### src/ssm_pkg.sv
`timescale 1ns / 1ps
`default_nettype none
// ----------------------------------------------------------------------------
// ssm_pkg
// Shared widths, register indexes and saturation limits for the stereo mixer.
// ----------------------------------------------------------------------------
package ssm_pkg;

	localparam int VOICE_W = 8;
	localparam int TONE_W  = 16;
	localparam int MIX_W   = 16;
	localparam int BYTE_W  = 8;
	localparam int CLIP_W  = 32;
	localparam int CFG_IDX_W  = 1;
	localparam int CFG_DATA_W = 1;

	localparam logic [CFG_IDX_W-1:0] REG_TONE_ENABLE  = 1'd0;
	localparam logic [CFG_IDX_W-1:0] REG_VOICE_ENABLE = 1'd1;

	localparam logic [MIX_W-1:0] SAT_MAX = 16'h7fff;
	localparam logic [MIX_W-1:0] SAT_MIN = 16'h8000;

	typedef struct packed {
		logic signed [VOICE_W-1:0] voice_left;
		logic signed [VOICE_W-1:0] voice_right;
		logic signed [TONE_W-1:0]  tone_left;
		logic signed [TONE_W-1:0]  tone_right;
	} frame_t;

endpackage : ssm_pkg
`default_nettype wire

### src/saturating_stereo_sample_mixer.sv
`timescale 1ns / 1ps
`default_nettype none
// ----------------------------------------------------------------------------
// saturating_stereo_sample_mixer
// Two-stage stereo mixer: voice << 8 plus tone, saturated, with mono output,
// peak trackers and a wrapping clip counter.
// ----------------------------------------------------------------------------
// Takes one frame per clock when the output side keeps up. A frame goes
// through an input register (muting applied) and a result register; the
// mix, saturation, peak compare and clip-counter add all sit between those
// two registers. The peak and clip outputs carry the tracker state after the
// frame they come with.
// Configuration writes take effect on the next frame entering the block.
module saturating_stereo_sample_mixer (
	input  wire                                 clk,
	input  wire                                 arst_n,
	input  wire                                 cfg_we,
	input  wire [ssm_pkg::CFG_IDX_W-1:0]        cfg_index,
	input  wire [ssm_pkg::CFG_DATA_W-1:0]       cfg_data,
	input  wire                                 in_valid,
	output logic                                in_ready,
	input  wire signed [ssm_pkg::VOICE_W-1:0]   voice_left,
	input  wire signed [ssm_pkg::VOICE_W-1:0]   voice_right,
	input  wire signed [ssm_pkg::TONE_W-1:0]    tone_left,
	input  wire signed [ssm_pkg::TONE_W-1:0]    tone_right,
	output logic                                out_valid,
	input  wire                                 out_ready,
	output logic signed [ssm_pkg::MIX_W-1:0]    mix_left,
	output logic signed [ssm_pkg::MIX_W-1:0]    mix_right,
	output logic signed [ssm_pkg::MIX_W-1:0]    mix_mono,
	output logic signed [ssm_pkg::BYTE_W-1:0]   mix_mono_byte,
	output logic [ssm_pkg::VOICE_W-1:0]         voice_peak,
	output logic [ssm_pkg::TONE_W-1:0]          tone_peak,
	output logic [ssm_pkg::CLIP_W-1:0]          clip_total
);
	import ssm_pkg::*;

	logic tone_enable_q;
	logic voice_enable_q;

	logic   valid_s1;
	frame_t frame_s1;
	logic   adv_s1;
	logic   adv_s2;

	logic [VOICE_W-1:0] voice_peak_q;
	logic [TONE_W-1:0]  tone_peak_q;
	logic [CLIP_W-1:0]  clip_q;

	logic [VOICE_W-1:0] mag_vl, mag_vr, voice_peak_nx;
	logic [TONE_W-1:0]  mag_tl, tone_peak_nx;
	logic [MIX_W:0]     sum_l, sum_r, sum_mono;
	logic               clip_l, clip_r;
	logic [MIX_W-1:0]   sat_l, sat_r;
	logic [1:0]         clip_inc;
	logic [CLIP_W-1:0]  clip_nx;

	// config
	always_ff @(posedge clk or negedge arst_n) begin
		if (!arst_n) begin
			tone_enable_q  <= 1'b1;
			voice_enable_q <= 1'b1;
		end else if (cfg_we) begin
			unique case (cfg_index)
				REG_TONE_ENABLE:  tone_enable_q  <= cfg_data[0];
				REG_VOICE_ENABLE: voice_enable_q <= cfg_data[0];
				default: ;
			endcase
		end
	end

	// handshake
	assign adv_s2   = valid_s1 && (!out_valid || out_ready);
	assign in_ready = !valid_s1 || adv_s2;
	assign adv_s1   = in_valid && in_ready;

	// input register, muting applied
	always_ff @(posedge clk or negedge arst_n) begin
		if (!arst_n) begin
			valid_s1 <= 1'b0;
		end else if (in_ready) begin
			valid_s1 <= in_valid;
		end
	end

	always_ff @(posedge clk) begin
		if (adv_s1) begin
			frame_s1.voice_left  <= voice_enable_q ? voice_left  : '0;
			frame_s1.voice_right <= voice_enable_q ? voice_right : '0;
			frame_s1.tone_left   <= tone_enable_q  ? tone_left   : '0;
			frame_s1.tone_right  <= tone_enable_q  ? tone_right  : '0;
		end
	end

	// mix and trackers
	always_comb begin
		mag_vl = frame_s1.voice_left[VOICE_W-1]  ? (~frame_s1.voice_left + 1'b1)
			: frame_s1.voice_left;
		mag_vr = frame_s1.voice_right[VOICE_W-1] ? (~frame_s1.voice_right + 1'b1)
			: frame_s1.voice_right;
		mag_tl = frame_s1.tone_left[TONE_W-1]    ? (~frame_s1.tone_left + 1'b1)
			: frame_s1.tone_left;

		voice_peak_nx = voice_peak_q;
		if (mag_vl > voice_peak_nx) begin
			voice_peak_nx = mag_vl;
		end
		if (mag_vr > voice_peak_nx) begin
			voice_peak_nx = mag_vr;
		end
		tone_peak_nx = (mag_tl > tone_peak_q) ? mag_tl : tone_peak_q;

		sum_l = {frame_s1.voice_left[VOICE_W-1], frame_s1.voice_left, 8'h00}
			+ {frame_s1.tone_left[TONE_W-1], frame_s1.tone_left};
		sum_r = {frame_s1.voice_right[VOICE_W-1], frame_s1.voice_right, 8'h00}
			+ {frame_s1.tone_right[TONE_W-1], frame_s1.tone_right};

		clip_l = sum_l[MIX_W] != sum_l[MIX_W-1];
		clip_r = sum_r[MIX_W] != sum_r[MIX_W-1];
		sat_l  = clip_l ? (sum_l[MIX_W] ? SAT_MIN : SAT_MAX) : sum_l[MIX_W-1:0];
		sat_r  = clip_r ? (sum_r[MIX_W] ? SAT_MIN : SAT_MAX) : sum_r[MIX_W-1:0];

		sum_mono = {sat_l[MIX_W-1], sat_l} + {sat_r[MIX_W-1], sat_r};

		clip_inc = {1'b0, clip_l} + {1'b0, clip_r};
		clip_nx  = clip_q + {{(CLIP_W-2){1'b0}}, clip_inc};
	end

	// result register and tracker state
	always_ff @(posedge clk or negedge arst_n) begin
		if (!arst_n) begin
			out_valid    <= 1'b0;
			voice_peak_q <= '0;
			tone_peak_q  <= '0;
			clip_q       <= '0;
		end else begin
			if (!out_valid || out_ready) begin
				out_valid <= valid_s1;
			end
			if (adv_s2) begin
				voice_peak_q <= voice_peak_nx;
				tone_peak_q  <= tone_peak_nx;
				clip_q       <= clip_nx;
			end
		end
	end

	always_ff @(posedge clk) begin
		if (adv_s2) begin
			mix_left      <= sat_l;
			mix_right     <= sat_r;
			mix_mono      <= sum_mono[MIX_W:1];
			mix_mono_byte <= sum_mono[MIX_W:MIX_W-BYTE_W+1];
			voice_peak    <= voice_peak_nx;
			tone_peak     <= tone_peak_nx;
			clip_total    <= clip_nx;
		end
	end

endmodule : saturating_stereo_sample_mixer
`default_nettype wire

### config.mk
export PLATFORM = sky130hd
export DESIGN_NAME = saturating_stereo_sample_mixer
export DESIGN_NICKNAME = d
export VERILOG_FILES = /design/src/ssm_pkg.sv /design/src/saturating_stereo_sample_mixer.sv
export SDC_FILE = /design/constraint.sdc
export NUM_CORES = 1
export LEC_CHECK = 0
export BUFFER_PORTS_ARGS = -buffer_cell sky130_fd_sc_hd__buf_2
export CAP_MARGIN = 20
export CORE_UTILIZATION = 60
export DETAILED_ROUTE_END_ITERATION = 8
export PLACE_DENSITY_LB_ADDON = 0.15
export SETUP_SLACK_MARGIN = 0.02
export SLEW_MARGIN = 20
export SYNTH_ARGS = -nofsm -noshare
export SYNTH_HDL_FRONTEND = slang
export SYNTH_SLANG_ARGS = --single-unit
export TNS_END_PERCENT = 1
### constraint.sdc
create_clock -name clk -period 11.65 [get_ports clk]
set_input_delay 0.5825 -clock clk [delete_from_list [all_inputs] [get_ports clk]]
set_output_delay 0.5825 -clock clk [all_outputs]
set_load 0.005 [all_outputs]
=== Yosys cells after proc, flatten, opt, wreduce, memory -nomap -nowiden ===
Cells that the tools add are included.

* Bits in registers: 220
* Input bits: 55
* Output and inout bits: 114
* Logic and storage cells: 53

* Add/sub/neg operators: 8
* Order comparisons: 3
* Equality and inequality tests: 2
* Multiplexer cells: 10
* Bitwise gates (word level): 4
* Reductions and logical operators: 8

{| class="wikitable"
|+ Operator list
! cell !! number
|-
| 2-to-1 mux 16 bit || 6
|-
| adder 16 x 16 -> 17 bit || 3
|-
| adder 32 x 2 -> 32 bit || 1
|-
| 2-to-1 mux 8 bit || 4
|-
| adder 16 x 1 -> 16 bit, second input constant || 1
|-
| adder 8 x 1 -> 8 bit, second input constant || 2
|-
| greater-than comparator 16 bit || 1
|-
| greater-than comparator 8 bit || 2
|-
| NOT 16 bit || 1
|-
| NOT 8 bit || 2
|-
| AND reduction 2 bit || 2
|-
| adder 1 x 1 -> 2 bit || 1
|-
| logical AND 1 bit || 2
|-
| logical NOT 1 bit || 2
|-
| logical OR 1 bit || 2
|-
| inequality test 1 bit || 2
|-
| NOT 1 bit || 1
|}

=== Logic depth before layout (Yosys ltp) ===
* Depth in word-level cells: 7
* Depth in mapped cells: 23
* Depth with buffers taken out: 22

=== Worst setup path after synthesis ===
No wires, ideal clock.

* Path type: input -> register
* From: input port out_ready
* To: register voice_peak_q[1]
* Library setup time: 0.292 ns
* Arrival time: 4.521 ns
* Required time: 11.358 ns
* Slack: 6.837 ns
* Cell stages on the path: 6
* Buffers on the path: 2
* Path through: nand2b_1 -> nand2_1 -> inv_1 -> buf_1 -> clkbuf_1 -> o221ai_1

* Cells in the longest elaborated chain, start to end: 2

{| class="wikitable"
|+ RTL lines
! item !! line !! RTL
|-
| from (decl) || saturating_stereo_sample_mixer.sv:27 || <nowiki>input wire out_ready,</nowiki>
|-
| logical OR 1 bit || saturating_stereo_sample_mixer.sv:73 || <nowiki>assign adv_s2 = valid_s1 && (!out_valid || out_ready);</nowiki>
|-
| logical AND 1 bit || saturating_stereo_sample_mixer.sv:73 ||
|-
| named net adv_s2 || saturating_stereo_sample_mixer.sv:44 || <nowiki>logic adv_s2;</nowiki>
|-
| to (signal assigned) || saturating_stereo_sample_mixer.sv:141 || <nowiki>voice_peak_q <= voice_peak_nx;</nowiki>
|-
| to (decl) || saturating_stereo_sample_mixer.sv:46 || <nowiki>logic [VOICE_W-1:0] voice_peak_q;</nowiki>
|}

The timed path passes the listed nets, and every way through them passes these cells.
A chain may end at the register's enable or synchronous reset.

=== Final worst setup path ===
* From: register frame_s1[32] (netlist name)
* To: register clip_q[14]

* Cells in the longest elaborated chain, start to end: 4

{| class="wikitable"
|+ RTL lines
! item !! line !! RTL
|-
| from (decl) || saturating_stereo_sample_mixer.sv:42 || <nowiki>frame_t frame_s1;</nowiki>
|-
| adder 16 x 16 -> 17 bit || saturating_stereo_sample_mixer.sv:116 || <nowiki>+ {frame_s1.tone_right[TONE_W-1], frame_s1.tone_right};</nowiki>
|-
| inequality test 1 bit || saturating_stereo_sample_mixer.sv:119 || <nowiki>clip_r = sum_r[MIX_W] != sum_r[MIX_W-1];</nowiki>
|-
| adder 1 x 1 -> 2 bit || saturating_stereo_sample_mixer.sv:125 || <nowiki>clip_inc = {1'b0, clip_l} + {1'b0, clip_r};</nowiki>
|-
| adder 32 x 2 -> 32 bit || saturating_stereo_sample_mixer.sv:126 || <nowiki>clip_nx = clip_q + {{(CLIP_W-2){1'b0}}, clip_inc};</nowiki>
|-
| to (signal assigned) || saturating_stereo_sample_mixer.sv:143 || <nowiki>clip_q <= clip_nx;</nowiki>
|-
| to (decl) || saturating_stereo_sample_mixer.sv:48 || <nowiki>logic [CLIP_W-1:0] clip_q;</nowiki>
|}

Every way passes these cells.

==> summary.txt <==
status: finished, violations left
failing checks: DRC
Synth Cell Area: 11250 um^2
# fillers: 1349
VDD IR-drop max: 157.4 uV
DR vias/cell: 5.568
startpoint types: flop
Final Hold Viols: 0
synth warn: 0
number of global-route vias before repair: 7479
drt pass-1 iters: 9
H-tree lvl count: 1
I/O pins: 169
worst reg-to-reg path cell count: 19
DRC Markers: 10
most common cell in the netlist: edfxtp_1
sum of negative setup slack: 0 ns
Crit Path Class: flop to flop
Lkg Pwr: 5.663 nW
FMAX: 196.4 MHz
main combinational cell family by area after synthesis: simple AND/OR/NAND/NOR gates
CP Data Arrival Time: 5.47 ns
post-synthesis sequential area ratio: 0.5393
number of synthesized flops with an enable pin: 152
Worst-Margin Slew: 1.014 ns
P&R area growth vs syn: 14.82%
Net Count, Synth: 1110
Clock Latency Late Sink: 0.51 ns
Resized cells post-CTS: 0
Req. time, crit path: 12.03 ns
port bufs: 168
Clock Skew: 0.01352 ns
Routed Antenna Nets: 0
CTS max path bufs: 3
TritonCTS Buffers: 22
dpl cells: 1346
Setup-failing EPs final: 0
Synth Instances: 980
number of DRC markers in iteration 0: 517
Max FO, Critical Path: 18
first-pass GRT wire length: 37.72 mm
largest net degree at the start of global routing: 85
top post-synthesis cells by area: edfxtp_1 (41%), dfrtp_1 (13%), ha_1 (7.9%)
adder-cell share of the synthesized area: 0.08607
GRT Overall Usage: 0.2481
compound-gate portion of the synthesized area: 0.09196
max_cap viols: 0
Via Count: 7717
cell family with most CP delay: simple AND/OR/NAND/NOR gates
Clock power frac: 0.217
most instantiated cells after synthesis: edfxtp_1 (152), nand2_1 (87), o21ai_0 (82), ha_1 (71), xnor2_1 (68)
Critical Path Start: frame_s1[32]
Rows: 49
die width: 138.9 um
async set or reset register ratio after synthesis: 0.2830
Die H: 138.9 um
Stages on worst setup path: 19
Seq cells post-synth: 212
Yosys cell types: 62
WL/cell: 17.00 um
post-synth top area cell: edfxtp_1
P_sw: 1.108 mW
CTS tree: done
RD Place Congestion: 0.9096
Avg Inst Size Synth: 11.48 um^2
Slew HR: 0.3239
RR Startpoint: frame_s1[32]
area of the core: 18150 um^2
Tmin final: 5.090 ns
RSZ-0062 raised after global routing: no
postcts setup bufs: 0
Overflow after GRT: 0
Logic pwr share: 0.410
sequential power share: 0.373
worst path bufs/invs: 3
Pint: 2.029 mW
min-delay worst type: primary input to asynchronous set/reset pin
antenna cell count: 0
Initial Util: 0.6200
crit-path cells: ha_1, fa_1, a21oi_1, or3b_2, nand2_1, nand2_1, a21boi_0, inv_1, ha_1, inv_1, fa_1, inv_1, ha_1, nand3_1, nor2_1, nand3_1, nor2_1, nand3_1, xnor2_1
CP endpoint kind: flop
power per cell area: 242.8 nW/um^2
Sw Ratio: 0.3531
CTS clk-pin slew, worst paths: 0.06 ns
CTS Root Cell: clkbuf_16
routed wire length: 23.56 mm
ys flop type: edfxtp_1
Finished Layout Cells: 1386
# clock sinks: 212
mux contribution to synthesized area: 0.02847
layout cell share with drive strength beyond 1: 0.2040
Tcrit/Tclk final: 0.4370
xor/xnor share of the synthesized area: 0.08329
top-area cell type share of the netlist area: 0.4056
Final Net Count: 1271
die area: 19310 um^2
post-synthesis simple-gate area fraction: 0.1323
initial antenna violation count: 0
reg-to-reg slack, setup: 6.56 ns
Critical Path Slowest Stage Cell: ha_1
Crit path largest cell delay: 0.57 ns
dpl hpwl: 17.30 mm
Final Max Tran Viols: 0
Hold-fix buffers, CTS: 0
==> final timing paths <==
check | end
hold reg to reg | clip_q[31]
max in group asynchronous | clip_q[30]
hold / removal | tone_peak_q[13]
min in group clk | valid_s1
setup / recovery | clip_q[14]
setup reg to reg | clip_q[14]
==> through the flow <==
stage               power, mW  hold slack (ns)  area (um^2)  worst slack (ns)  utilization
floorplan               2.094           0.2869        11250             6.837            -
CTS                     3.149           0.2706        12920             6.597       0.7119
detailed placement      2.458           0.4790        12220             6.659       0.6735
finish                  3.137           0.2372        12920             6.560       0.7119
global route            3.348           0.2978        12920             6.051       0.7119
global placement        2.428           0.4662        12220             6.767       0.6735
==> flip-flops by register name, summed over array words and instances, names as in the netlist <==
register / flops
frame_s1: 48
clip_q: 32
clip_total: 32
mix_left: 16
mix_mono: 16
mix_right: 16
tone_peak: 16
tone_peak_q: 16
voice_peak: 8
voice_peak_q: 8
out_valid: 1
tone_enable_q: 1
valid_s1: 1
voice_enable_q: 1
==> cell usage in the layout (no fill, tap or decap), types with 17 or more instances in the layout <==
cell type  count
buf_2        168
edfxtp_1     152
nand2_1       87
o21ai_0       82
ha_1          71
xnor2_1       68
inv_1         65
dfrtp_1       58
and2_1        51
nor2_1        43
xor2_1        39
nand3_1       29
a21oi_1       24
clkbuf_16     23
nand4_1       17
==> routing by layer <==
layer  vias to the layer above  wire [um]  GRT usage
li1                       3788          -          -
met1                      3622      10640     0.3517
met2                       262      10880     0.3955
met3                        45       1432    0.03591
met4                         0        609    0.08304
met5                         -          0          0
==> logic make-up after synthesis <==
family | after synthesis
fa+ha+maj | 75
mux | 28
compound gates | 165
xor+xnor | 107
buf+inv | 101
simple gates | 292
flops | 212
==> power by group through the flow <==
| stage | Sequential, mW | Clock (mW) | Combinational (mW) |
|---|---|---|---|
| finish | 1.17 | 0.681 | 1.29 |
| detailed placement | 1.18 | 0 | 1.28 |
| CTS | 1.17 | 0.692 | 1.29 |
| global placement | 1.18 | 0 | 1.25 |
| floorplan | 1.18 | 0 | 0.916 |
| global route | 1.19 | 0.720 | 1.44 |
==> cell type report <==
class                      count  area, um^2  area share
inverter                      67       254.0     0.01966
sequential                   212        6068      0.4697
timing repair buffer         171       863.3     0.06682
tap                          229       286.5     0.02218
multi-input combinational    667        4751      0.3677
clock buffer                  36       654.4     0.05065
clock inverter                 4       42.54    0.003293
Power figures use the tool's default switching activity.
